[src/hw/rtl/lruvc_pkg.sv]
// Shared types and constants for the two-way LRU cache with victim buffer.
// No dependencies; used by lruvc_ctrl, lruvc_dp and the top level.
package lruvc_pkg;

    localparam int DEF_SET_COUNT         = 32;
    localparam int DEF_BLOCK_OFFSET_BITS = 6;
    localparam int DEF_ADDRESS_BITS      = 32;

    localparam int OUTCOME_W = 2;

    localparam logic [OUTCOME_W-1:0] OUT_MAIN_HIT   = 2'd0;
    localparam logic [OUTCOME_W-1:0] OUT_VICTIM_HIT = 2'd1;
    localparam logic [OUTCOME_W-1:0] OUT_MISS_FILL  = 2'd2;
    localparam logic [OUTCOME_W-1:0] OUT_MISS_EVICT = 2'd3;

    typedef struct packed {
        logic clear_wr;   // clearing pass: write one set of tag/LRU memories
        logic load;       // capture the incoming address
        logic read;       // read the set from the tag and LRU memories
        logic resolve;    // decide, update state, emit the result
    } ctrl_cmd_t;

    typedef struct packed {
        logic clear_last; // clearing pass is at its last set
        logic set_ready;  // set index is valid
    } ctrl_sts_t;

endpackage

[src/hw/rtl/lruvc_ctrl.sv]
// Controller state machine for the two-way LRU cache with victim buffer.
// Depends on lruvc_pkg for the command and status structs.
module lruvc_ctrl
(
    input  logic                  clk,
    input  logic                  rst_n,
    input  logic                  start,
    input  lruvc_pkg::ctrl_sts_t  sts,
    output lruvc_pkg::ctrl_cmd_t  cmd,
    output logic                  busy
);

    localparam logic [1:0] S_CLEAR  = 2'd0;
    localparam logic [1:0] S_IDLE   = 2'd1;
    localparam logic [1:0] S_REDUCE = 2'd2;
    localparam logic [1:0] S_CMP    = 2'd3;

    logic [1:0] state_reg;
    logic [1:0] state_next;

    always_ff @(posedge clk or negedge rst_n)
    begin
        if (!rst_n)
        begin
            state_reg <= S_CLEAR;
        end
        else
        begin
            state_reg <= state_next;
        end
    end

    always_comb
    begin
        state_next = state_reg;
        unique case (state_reg)
            S_CLEAR:
            begin
                if (sts.clear_last)
                begin
                    state_next = S_IDLE;
                end
            end
            S_IDLE:
            begin
                if (start)
                begin
                    state_next = S_REDUCE;
                end
            end
            S_REDUCE:
            begin
                if (sts.set_ready)
                begin
                    state_next = S_CMP;
                end
            end
            S_CMP:
            begin
                state_next = S_IDLE;
            end
            default:
            begin
                state_next = S_CLEAR;
            end
        endcase
    end

    assign busy         = (state_reg != S_IDLE);
    assign cmd.clear_wr = (state_reg == S_CLEAR);
    assign cmd.load     = (state_reg == S_IDLE) && start;
    assign cmd.read     = (state_reg == S_REDUCE) && sts.set_ready;
    assign cmd.resolve  = (state_reg == S_CMP);

    // the set is always read from memory in the cycle before it is resolved
    a_cmp_after_read: assert property (@(posedge clk) disable iff (!rst_n)
        cmd.resolve |-> $past(cmd.read))
        else $error("resolve without a preceding set read");

endmodule

[src/hw/rtl/lruvc_dp.sv]
// Datapath: set index, tag/LRU memories, victim buffer, miss counter, results.
// Depends on lruvc_pkg; driven by lruvc_ctrl commands.
module lruvc_dp
#(
    parameter int SET_COUNT         = lruvc_pkg::DEF_SET_COUNT,
    parameter int BLOCK_OFFSET_BITS = lruvc_pkg::DEF_BLOCK_OFFSET_BITS,
    parameter int ADDRESS_BITS      = lruvc_pkg::DEF_ADDRESS_BITS
)
(
    input  logic                               clk,
    input  logic                               rst_n,
    input  lruvc_pkg::ctrl_cmd_t               cmd,
    output lruvc_pkg::ctrl_sts_t               sts,
    input  logic [ADDRESS_BITS-1:0]            mem_address,
    output logic                               done,
    output logic [lruvc_pkg::OUTCOME_W-1:0]    outcome,
    output logic [31:0]                        miss_total
);

    localparam int BLK_W = ADDRESS_BITS - BLOCK_OFFSET_BITS;
    localparam int SET_W = $clog2(SET_COUNT);
    localparam logic [SET_W-1:0] SET_LAST = SET_W'(SET_COUNT - 1);

    logic [BLK_W-1:0]  block_reg;
    logic [SET_W-1:0]  set_idx;
    logic [SET_W-1:0]  clr_cnt_reg;

    // tag memories hold {valid, block}
    logic [BLK_W:0]    way0_mem [SET_COUNT];
    logic [BLK_W:0]    way1_mem [SET_COUNT];
    logic              lru_mem  [SET_COUNT];
    logic [BLK_W:0]    way0_rd_reg;
    logic [BLK_W:0]    way1_rd_reg;
    logic              lru_rd_reg;

    logic [BLK_W-1:0]  vb_reg [2];
    logic [1:0]        vv_reg;
    logic [31:0]       miss_cnt_reg;
    logic              done_reg;
    logic [lruvc_pkg::OUTCOME_W-1:0] outcome_reg;

    always_ff @(posedge clk)
    begin
        if (cmd.load)
        begin
            block_reg <= mem_address[ADDRESS_BITS-1:BLOCK_OFFSET_BITS];
        end
    end

    // set index = block mod SET_COUNT
    generate
        if ((1 << SET_W) == SET_COUNT)
        begin : g_pow2
            assign set_idx       = block_reg[SET_W-1:0];
            assign sts.set_ready = 1'b1;
        end
        else
        begin : g_serial
            // byte-weighted sum of the block (each weight is 256^i mod SET_COUNT),
            // then a reciprocal multiply and one correction bring it below SET_COUNT
            localparam int NBYTES = (BLK_W + 7) / 8;
            localparam int PAD_W  = NBYTES * 8;
            localparam int SUM_W  = SET_W + 8 + $clog2(NBYTES);
            localparam int K_W    = SUM_W - SET_W + 1;
            localparam int PROD_W = SUM_W + K_W;
            localparam logic [K_W-1:0] RECIP_K = K_W'((1 << SUM_W) / SET_COUNT);
            localparam logic [SET_W:0] MODULUS = (SET_W + 1)'(SET_COUNT);
            localparam logic [1:0] STEP_SUM   = 2'd0;
            localparam logic [1:0] STEP_RECIP = 2'd1;
            localparam logic [1:0] STEP_FIX   = 2'd2;
            localparam logic [1:0] STEP_DONE  = 2'd3;

            function automatic int byte_weight(input int idx);
                int w;
                w = 1 % SET_COUNT;
                for (int k = 0; k < idx; k++)
                begin
                    w = (w * 256) % SET_COUNT;
                end
                return w;
            endfunction

            logic [PAD_W-1:0]  blk_pad;
            logic [SUM_W-1:0]  partial [NBYTES+1];
            logic [SUM_W-1:0]  sum_reg;
            logic [PROD_W-1:0] prod;
            logic [K_W-1:0]    q_reg;
            logic [SUM_W-1:0]  qm;
            logic [SUM_W-1:0]  diff;
            logic [SET_W:0]    trial;
            logic [SET_W:0]    reduced;
            logic [SET_W-1:0]  rem_reg;
            logic [1:0]        step_reg;

            assign blk_pad    = PAD_W'(block_reg);
            assign partial[0] = '0;

            for (genvar gi = 0; gi < NBYTES; gi++)
            begin : g_byte
                localparam logic [SUM_W-1:0] WEIGHT = SUM_W'(byte_weight(gi));
                assign partial[gi+1] = partial[gi] + SUM_W'(blk_pad[gi*8 +: 8]) * WEIGHT;
            end

            // quotient estimate is low by at most one, so the remainder is below 2M
            assign prod    = PROD_W'(sum_reg) * PROD_W'(RECIP_K);
            assign qm      = SUM_W'(q_reg) * SUM_W'(SET_COUNT);
            assign diff    = sum_reg - qm;
            assign trial   = diff[SET_W:0];
            assign reduced = (trial >= MODULUS) ? (trial - MODULUS) : trial;

            always_ff @(posedge clk or negedge rst_n)
            begin
                if (!rst_n)
                begin
                    step_reg <= STEP_DONE;
                end
                else if (cmd.load)
                begin
                    step_reg <= STEP_SUM;
                end
                else if (step_reg != STEP_DONE)
                begin
                    step_reg <= step_reg + 1'b1;
                end
            end

            always_ff @(posedge clk)
            begin
                if (step_reg == STEP_SUM)
                begin
                    sum_reg <= partial[NBYTES];
                end
                if (step_reg == STEP_RECIP)
                begin
                    q_reg <= prod[PROD_W-1:SUM_W];
                end
                if (step_reg == STEP_FIX)
                begin
                    rem_reg <= reduced[SET_W-1:0];
                end
            end

            assign set_idx       = rem_reg;
            assign sts.set_ready = (step_reg == STEP_DONE);
        end
    endgenerate

    // clearing pass after reset
    always_ff @(posedge clk or negedge rst_n)
    begin
        if (!rst_n)
        begin
            clr_cnt_reg <= '0;
        end
        else if (cmd.clear_wr)
        begin
            clr_cnt_reg <= clr_cnt_reg + 1'b1;
        end
    end

    assign sts.clear_last = (clr_cnt_reg == SET_LAST);

    // lookup decision
    logic             v0, v1, h0, h1, lru;
    logic [BLK_W-1:0] evicted;
    logic             vhit0, vhit1;
    logic             way0_we, way1_we, is_miss;
    logic             lru_wdata;
    logic [lruvc_pkg::OUTCOME_W-1:0] outcome_next;

    assign v0    = way0_rd_reg[BLK_W];
    assign v1    = way1_rd_reg[BLK_W];
    assign h0    = v0 && (way0_rd_reg[BLK_W-1:0] == block_reg);
    assign h1    = v1 && (way1_rd_reg[BLK_W-1:0] == block_reg);
    assign lru   = lru_rd_reg;
    assign evicted = lru ? way1_rd_reg[BLK_W-1:0] : way0_rd_reg[BLK_W-1:0];
    assign vhit0 = vv_reg[0] && (vb_reg[0] == block_reg);
    assign vhit1 = vv_reg[1] && (vb_reg[1] == block_reg);

    always_comb
    begin
        way0_we      = 1'b0;
        way1_we      = 1'b0;
        is_miss      = 1'b0;
        lru_wdata    = 1'b0;
        outcome_next = lruvc_pkg::OUT_MAIN_HIT;
        if (!v0)
        begin
            way0_we      = 1'b1;
            lru_wdata    = 1'b1;
            is_miss      = 1'b1;
            outcome_next = lruvc_pkg::OUT_MISS_FILL;
        end
        else if (h0)
        begin
            lru_wdata    = 1'b1;
        end
        else if (!v1)
        begin
            way1_we      = 1'b1;
            is_miss      = 1'b1;
            outcome_next = lruvc_pkg::OUT_MISS_FILL;
        end
        else if (h1)
        begin
            lru_wdata    = 1'b0;
        end
        else
        begin
            way0_we   = !lru;
            way1_we   = lru;
            lru_wdata = !lru;
            if (vhit0 || vhit1)
            begin
                outcome_next = lruvc_pkg::OUT_VICTIM_HIT;
            end
            else
            begin
                is_miss      = 1'b1;
                outcome_next = lruvc_pkg::OUT_MISS_EVICT;
            end
        end
    end

    // tag and LRU memories
    logic [SET_W-1:0] wr_addr;
    logic [BLK_W:0]   way_wdata;

    assign wr_addr   = cmd.clear_wr ? clr_cnt_reg : set_idx;
    assign way_wdata = cmd.clear_wr ? '0 : {1'b1, block_reg};

    always_ff @(posedge clk)
    begin
        if (cmd.read)
        begin
            way0_rd_reg <= way0_mem[set_idx];
            way1_rd_reg <= way1_mem[set_idx];
            lru_rd_reg  <= lru_mem[set_idx];
        end
        if (cmd.clear_wr || (cmd.resolve && way0_we))
        begin
            way0_mem[wr_addr] <= way_wdata;
        end
        if (cmd.clear_wr || (cmd.resolve && way1_we))
        begin
            way1_mem[wr_addr] <= way_wdata;
        end
        if (cmd.clear_wr || cmd.resolve)
        begin
            lru_mem[wr_addr] <= cmd.clear_wr ? 1'b0 : lru_wdata;
        end
    end

    // victim buffer, only touched on a conflict in a full set
    logic conflict;
    assign conflict = cmd.resolve && v0 && v1 && !h0 && !h1;

    always_ff @(posedge clk or negedge rst_n)
    begin
        if (!rst_n)
        begin
            vv_reg <= '0;
        end
        else if (conflict)
        begin
            if (vhit0 || vhit1)
            begin
                vv_reg <= {1'b1, vhit0 ? vv_reg[1] : vv_reg[0]};
            end
            else if (!vv_reg[0])
            begin
                vv_reg[0] <= 1'b1;
            end
            else
            begin
                vv_reg[1] <= 1'b1;
            end
        end
    end

    always_ff @(posedge clk)
    begin
        if (conflict)
        begin
            if (vhit0 || vhit1)
            begin
                if (vhit0)
                begin
                    vb_reg[0] <= vb_reg[1];
                end
                vb_reg[1] <= evicted;
            end
            else if (!vv_reg[0])
            begin
                vb_reg[0] <= evicted;
            end
            else if (!vv_reg[1])
            begin
                vb_reg[1] <= evicted;
            end
            else
            begin
                vb_reg[0] <= vb_reg[1];
                vb_reg[1] <= evicted;
            end
        end
    end

    // miss counter and result strobe
    always_ff @(posedge clk or negedge rst_n)
    begin
        if (!rst_n)
        begin
            miss_cnt_reg <= '0;
            done_reg     <= 1'b0;
            outcome_reg  <= lruvc_pkg::OUT_MAIN_HIT;
        end
        else
        begin
            done_reg <= cmd.resolve;
            if (cmd.resolve)
            begin
                outcome_reg <= outcome_next;
                if (is_miss && (miss_cnt_reg != '1))
                begin
                    miss_cnt_reg <= miss_cnt_reg + 1'b1;
                end
            end
        end
    end

    assign done       = done_reg;
    assign outcome    = outcome_reg;
    assign miss_total = miss_cnt_reg;

    a_hit_no_count: assert property (@(posedge clk) disable iff (!rst_n)
        done && (outcome == lruvc_pkg::OUT_MAIN_HIT || outcome == lruvc_pkg::OUT_VICTIM_HIT)
        |-> miss_cnt_reg == $past(miss_cnt_reg))
        else $error("miss counter moved on a hit");

    a_miss_count: assert property (@(posedge clk) disable iff (!rst_n)
        done && (outcome == lruvc_pkg::OUT_MISS_FILL || outcome == lruvc_pkg::OUT_MISS_EVICT)
        |-> (miss_cnt_reg == $past(miss_cnt_reg) + 32'd1 || miss_cnt_reg == '1))
        else $error("miss not counted");

    a_count_stable: assert property (@(posedge clk) disable iff (!rst_n)
        !done |-> miss_cnt_reg == $past(miss_cnt_reg))
        else $error("miss counter changed outside a transaction");

endmodule

[src/hw/rtl/two_way_lru_cache_with_victim_buffer.sv]
// Top level: two-way set-associative LRU cache model with a two-entry victim buffer.
// Depends on lruvc_pkg, lruvc_ctrl and lruvc_dp.
//
// One address per transaction: start is taken when busy is low. After reset the
// block clears its tag and LRU memories, one set at a time, with busy high.
// With a power-of-two SET_COUNT an access runs capture, memory read and resolve;
// otherwise the set index is first formed by a weighted byte sum, a reciprocal
// multiply and a correction before the memory read. The result (outcome,
// miss_total) is shown for one cycle with done high, and must be taken then; the
// receiver cannot stall. miss_total holds its value until the next access resolves.
module two_way_lru_cache_with_victim_buffer
#(
    parameter int SET_COUNT         = lruvc_pkg::DEF_SET_COUNT,
    parameter int BLOCK_OFFSET_BITS = lruvc_pkg::DEF_BLOCK_OFFSET_BITS,
    parameter int ADDRESS_BITS      = lruvc_pkg::DEF_ADDRESS_BITS
)
(
    input  logic                              clk,
    input  logic                              rst_n,
    input  logic                              start,
    output logic                              busy,
    input  logic [ADDRESS_BITS-1:0]           mem_address,
    output logic                              done,
    output logic [lruvc_pkg::OUTCOME_W-1:0]   outcome,
    output logic [31:0]                       miss_total
);

    lruvc_pkg::ctrl_cmd_t cmd;
    lruvc_pkg::ctrl_sts_t sts;

    lruvc_ctrl u_ctrl
    (
        .clk   (clk),
        .rst_n (rst_n),
        .start (start),
        .sts   (sts),
        .cmd   (cmd),
        .busy  (busy)
    );

    lruvc_dp
    #(
        .SET_COUNT         (SET_COUNT),
        .BLOCK_OFFSET_BITS (BLOCK_OFFSET_BITS),
        .ADDRESS_BITS      (ADDRESS_BITS)
    )
    u_dp
    (
        .clk         (clk),
        .rst_n       (rst_n),
        .cmd         (cmd),
        .sts         (sts),
        .mem_address (mem_address),
        .done        (done),
        .outcome     (outcome),
        .miss_total  (miss_total)
    );

endmodule

[config.mk]
export PLATFORM = sky130hd
export DESIGN_NAME = two_way_lru_cache_with_victim_buffer
export DESIGN_NICKNAME = d
export VERILOG_FILES = /design/src/hw/rtl/lruvc_pkg.sv /design/src/hw/rtl/lruvc_ctrl.sv /design/src/hw/rtl/lruvc_dp.sv /design/src/hw/rtl/two_way_lru_cache_with_victim_buffer.sv
export SDC_FILE = /design/constraint.sdc
export NUM_CORES = 2
export LEC_CHECK = 0
export BUFFER_PORTS_ARGS = -buffer_cell sky130_fd_sc_hd__buf_2
export CAP_MARGIN = 5
export CORE_ASPECT_RATIO = 1.25
export CORE_MARGIN = 5
export CORE_UTILIZATION = 50
export DETAILED_ROUTE_END_ITERATION = 10
export HOLD_SLACK_MARGIN = 0.03
export PLACE_DENSITY = 0.75
export SYNTH_ARGS = -nofsm -noshare
export SYNTH_HDL_FRONTEND = slang
export SYNTH_SLANG_ARGS = --single-unit
[constraint.sdc]
create_clock -name clk -period 6.4 [get_ports clk]
set_input_delay 0.32 -clock clk [delete_from_list [all_inputs] [get_ports clk]]
set_output_delay 0.32 -clock clk [all_outputs]
set_load 0.02 [all_outputs]
# Yosys cells after proc, flatten, opt, wreduce, memory -nomap -nowiden
# Memory sizes are Yosys's and may differ from the RTL's. A register that Yosys moved wholly into a read port is not among the register bits.
# Cells that the tools add are included.
# Widths: inputs -> output; s select.
# word_totals
memories	4
ram_bits	1812
ff_bits	70
word_cells	117
# op_classes
add_sub_neg	2
n_mux	61
n_reduce_logical	25
n_eq_ne	13
bitwise_logic	4
# mem_list
memory	words	word_bits	read_ports	rd_clocked_by_memory_dff	write_ports	line_no	text
u_dp.way0_mem	32	27	1	1	1	lruvc_dp.sv:29	logic [BLK_W:0] way0_mem [SET_COUNT];
u_dp.way1_mem	32	27	1	1	1	lruvc_dp.sv:30	logic [BLK_W:0] way1_mem [SET_COUNT];
u_dp.vb_reg	2	26	2	0	2	lruvc_dp.sv:36	logic [BLK_W-1:0] vb_reg [2];
u_dp.lru_mem	32	1	1	1	1	lruvc_dp.sv:31	logic lru_mem [SET_COUNT];
# op_table
operator	count
$mux 26	5
$eq 26x26->1	4
$mux 1	45
$add 32x1->32 const B	1
$ne 32x32->1 const B	1
$mux 27	1
$mux 2	8
$logic_and 1x1->1	12
$pmux 2 s4	1
$reduce_and 2->1	4
$add 5x1->5 const B	1
$eq 5x5->1 const B	1
$mux 5	1
$eq 2x2->1 const B	2
$logic_or 1x1->1	4
$ne 2x1->1 const B	2
$ne 2x2->1 const B	2
$or 1x1->1	4
$logic_not 1->1	3
$eq 2x1->1 const B	1
$logic_not 2->1	1
$reduce_bool 2->1	1

# Depth between registers and ports, before layout
# An unclocked memory read counts as a cell.
# logic_depth
depth_word	11
depth_mapped	10
ltp_nobuf	8

# Modules after synthesis
# Synthesis repeated with hierarchy kept, for this count alone.
# unflattened
hier_cells	3278
area_unflattened_um2	75605.0
# modules_own_cells
module	instances	area_per_inst_um2	seq_area_each_um2	cells_per_inst
lruvc_dp	1	75441.1	57895.5	3261
lruvc_ctrl	1	163.9	50.0	17

# Worst setup path before layout
# Ideal clock, no wire load.
# synth_path
path_kind	flip-flop to flip-flop
start	register u_ctrl.state_reg[0]
end	memory u_dp.way1_mem[29][0] (netlist bit), enable pin
required_ns	5.989
n_path_buf	0
period_less_slack_ns	4.542
stages_incl_launch_ff	8
t_arrival_ns	4.131
setup_time_ns	0.411
setup_slack_ns	1.858
cell_sequence	dfrtp_1 inv_1 ha_1 nor2b_1 a21o_1 nand2_1 or2_2 nor2_1
# synth_via
elab_chain_len	5
# synth_rtl
element	line_no	text
start, declared	lruvc_ctrl.sv:18	logic [1:0] state_reg;
start signal, assigned	lruvc_ctrl.sv:29	state_reg <= state_next;
$eq 2x2->1	lruvc_ctrl.sv:73	assign cmd.resolve = (state_reg == S_CMP);
$logic_and 1x1->1	lruvc_dp.sv:244	if (cmd.clear_wr || (cmd.resolve && way1_we))
$logic_or 1x1->1	lruvc_dp.sv:244	
$mux 1	lruvc_dp.sv:244	
$mux 1 (implied by the code)	lruvc_dp.sv:246	way1_mem[wr_addr] <= way_wdata;
end, declared	lruvc_dp.sv:30	
# Several ways; a longest one is shown, not always the timed one.

# Worst setup path in the final report
# layout_path
start	register u_dp.block_reg[0]
end	memory u_dp.way0_mem[4][23] (netlist bit), enable pin
# layout_via
elab_chain_len	10
# layout_rtl
element	line_no	text
start, declared	lruvc_dp.sv:24	logic [BLK_W-1:0] block_reg;
start signal, assigned	lruvc_dp.sv:46	block_reg <= mem_address[ADDRESS_BITS-1:BLOCK_OFFSET_BITS];
$eq 26x26->1	lruvc_dp.sv:174	assign h1 = v1 && (way1_rd_reg[BLK_W-1:0] == block_reg);
$logic_and 1x1->1	lruvc_dp.sv:174	
$mux 1	lruvc_dp.sv:204	else if (h1)
$mux 1	lruvc_dp.sv:198	else if (!v1)
$mux 1	lruvc_dp.sv:194	else if (h0)
$mux 1	lruvc_dp.sv:187	if (!v0)
$logic_and 1x1->1	lruvc_dp.sv:240	if (cmd.clear_wr || (cmd.resolve && way0_we))
$logic_or 1x1->1	lruvc_dp.sv:240	
$mux 1	lruvc_dp.sv:240	
$mux 1 (implied by the code)	lruvc_dp.sv:242	way0_mem[wr_addr] <= way_wdata;
end, declared	lruvc_dp.sv:29	
# Several ways; a longest one is shown, not always the timed one.

==> results.tsv <==
stage	metric	value	unit
logic_synthesis	ys_seq_area_frac	0.767	
drt	via_count	35200	
final_layout	drive_gt1_frac	0.329	
logic_synthesis	synthFlopType	edfxtp_1	
setup_path	end_kind	register	
timing	tns	0	ns
final_layout	final_common_cell	edfxtp_1	
drt	wl	178000	um
logic_synthesis	syn-mean-instance-area	23.2	sq um
pwr	switchingPower	8.74	mW
clock_network	clock_sinks	1937	
clock_network	clk_latency	0.80	ns
final_layout	stdcell_count	5576	
drt	drtAntennaViolNets	0	
logic_synthesis	synth_xor_area_frac	0.0160	
logic_synthesis	ys_types	43	
grt	use_met2	0.378	
final_layout	fill_cells	10400	
logic_synthesis	yosysTopAreaCell	edfxtp_1	
timing	slew_headroom	0.149	
placed_design	io_buffer_count	64	
clock_network	postCtsHoldBufs	28	
timing	hold_viol_final	0	
timing	period_needed	4.47	ns
setup_path	rrSetupSlack	1.93	ns
pwr	leakagePower	26.4	nW
grt	grt_pass1_wl	257000	um
die	die_h	445	um
die	fp.dieW	358	um
timing	setup_slack	1.93	ns
grt	globalRouteOverflowTotal	0	
logic_synthesis	netlist_instances	3260	
final_layout	syn_to_final_growth	12.0	%
grt	grt.busiest_layer	met2	
timing	slew_viol_final	0	
final_layout	multi_input_area	0.0174	sq mm
timing	fmax	0.224	GHz
logic_synthesis	synthSimpleGateAreaFrac	0.0207	
drt	drc	0	
outcome	status	finished, final reports clean	
pwr	clockPowerShare	0.313	
grt	grt_max_degree	109	
logic_synthesis	synth_area	0.0755	sq mm
die	core_area	0.150	sq mm
die	die_area	0.159	sq mm
logic_synthesis	yosysTopAreaCellShare	0.753	
grt	met1_usage	0.300	
clock_network	numCtsBuffers	165	
clock_network	cts_tree	yes	
logic_synthesis	synthesis.nets	3302	
setup_path	cp_max_fo	78	
grt	use_met3	0.0418	
logic_synthesis	muxShareOfSynthArea	0.180	
timing	finalSetupViolCount	0	
clock_network	clk_pin_slew	0.06	ns
setup_path	cp_cell_sequence	buf_12, xnor2_1, nand4_1, nor4_1, nand4_1, inv_1, o21ai_0, a21oi_4, buf_4, nor2_4, buf_4	
grt	antenna_found_initial	15	
timing	worst_pin_slew	1.27	ns
pwr	p_comb_frac	0.183	
clock_network	htree_levels	4	
drt	wl_per_cell	31.8	um
pwr	p_per_area	379	mW/mm^2
clock_network	post-cts-setup-buffer-count	0	
clock_network	post_cts_resized	0	
placed_design	placed_cells	5241	
timing	rsz0062_at_grt	no	
setup_path	endpoint	u_dp.way0_mem[4][23]	
placed_design	dp.final_hpwl	92400	um
placed_design	place.gp.congestion	0.910	
placed_design	dp_slack	1.99	ns
die	boundaryPins	71	
pwr	internal-power	23.3	mW
setup_path	critPathKind	reg -> reg	
logic_synthesis	synth_edf_count	1893	
grt	grt.total_usage	0.225	
pwr	vdd_ir_drop_max	0.000309	V
logic_synthesis	yosysWarnings	0	
pwr	power	32.1	mW
drt	routed_via_density	6.31	
logic_synthesis	synthTopCellsByArea	edfxtp_1 (75%), mux4_2 (16%), dfrtp_1 (1.5%)	
final_layout	regArea	0.0579	sq mm
drt	dr.first_iter.drc_count	4878	
die	start_util	0.503	
clock_network	cts-root-buf	clkbuf_16	
drt	drtPass1Iterations	5	
setup_path	cp.required	6.92	ns
timing	fin_skew	0.0282	ns
die	row_count	159	
logic_synthesis	synth_top_family_by_area	multiplexers	
final_layout	final_nets	3467	
timing	fin_crit_sh	0.698	
run	cap_violations	0	
setup_path	max_stage_delay	0.97	ns
logic_synthesis	async_flop_share	0.0227	
grt	grt_pass1_vias	36100	
setup_path	critPathLaunchType	register	
logic_synthesis	ys_ff_latch	1937	
setup_path	crit_arrival	4.99	ns
clock_network	cts_buffer_depth	3	
setup_path	worstSetupStartpoint	u_dp.block_reg[0]	
setup_path	r2r_start	u_dp.block_reg[0]	
setup_path	r2r_end	u_dp.way0_mem[4][23]	
logic_synthesis	synth_compound_area_frac	0.00242	
setup_path	worstRegToRegCells	11	
final_layout	final_cell_mix	edfxtp_1 (1893), mux4_2 (550), clkbuf_16 (171)	
setup_path	crit_slowest_cell	a21oi_4	
logic_synthesis	synth_adder_area_share	0.00116	
worst_hold_path	hp-class	in -> reg	
pwr	p_seq_frac	0.505	
pwr	swShare	0.272	
## synthesized netlist by cell type, drive strengths merged (3+ instances only)
library cell,n
nand4,23
nand2,31
nand3,12
or2,32
nor4b,4
dfrtp,44
buf,101
mux4,550
ha,7
nor3b,4
a31oi,6
nand3b,3
and2,3
inv,13
mux2,109
nor3,24
nor4,21
and3,8
nor2,99
clkbuf,80
xor2,73
xnor2,65
o21ai,11
edfxtp,1893
nand2b,3
nor2b,26
a21oi,6
## worst min path at each step
stage | startpoint | endpoint | slack [ns] | cells after the start
after detailed placement | u_dp.miss_total[26] | u_dp.miss_total[26] | 0.47 | 1
after global routing | mem_address[20] | u_dp.block_reg[14] | 0.23 | 2
after CTS | mem_address[17] | u_dp.block_reg[11] | 0.21 | 2
after floorplan | rst_n | u_ctrl.state_reg[0] | 0.02 | 0
final | mem_address[14] | u_dp.block_reg[8] | 0.26 | 2
after global placement | u_dp.miss_total[18] | u_dp.miss_total[18] | 0.47 | 1
## cells by family after synthesis
family | after synthesis
flops | 1937
mux | 660
simple gates | 296
buf+inv | 194
xor+xnor | 138
compound gates | 28
fa+ha+maj | 7
## critical path: cells and delay by family (launching register included)
family	cells	cell delay, ns
flip-flops	1	0.46
AO/OA/AOI/OAI	2	1.13
XOR/XNOR	1	0.19
AND/OR/NAND/NOR	4	0.75
buffers and inverters	4	1.47
## power groups by stage
| stage | Sequential (mW) | Clock (mW) | Combinational [mW] |
|---|---|---|---|
| 6_report | 16.2 | 10.0 | 5.86 |
| 3_3_place_gp | 16.4 | 0 | 5.61 |
| 2_1_floorplan | 16.3 | 0 | 3.54 |
| 5_1_grt | 16.2 | 10.7 | 6.17 |
| 3_5_place_dp | 16.4 | 0 | 5.77 |
| 4_1_cts | 16.2 | 10.1 | 5.84 |
## layer usage
metal  share of wire  wire length [um]
met1            0.36             63900
met3           0.093             16500
met2            0.51             90800
met5        0.000045                 8
met4           0.035              6280
## layout make-up
type,instances,area share
flip-flops and latches,1937,0.685
multi-input cells,1129,0.206
clock buffers,203,0.0520
well taps,2012,0.0298
repair buffers,179,0.0157
clock inverters,101,0.0111
inverters,13,0.000577
diodes,2,0.0000592
## metrics by stage
step / utilization / hold WS (ns) / area, sq um
after global placement: 0.526 / 0.468 / 78900
after CTS: 0.563 / 0.210 / 84600
after floorplan: - / 0.0244 / 75500
final: 0.563 / 0.260 / 84600
after global routing: 0.563 / 0.233 / 84600
after detailed placement: 0.526 / 0.473 / 78900
(Power assumes the default switching activity.)
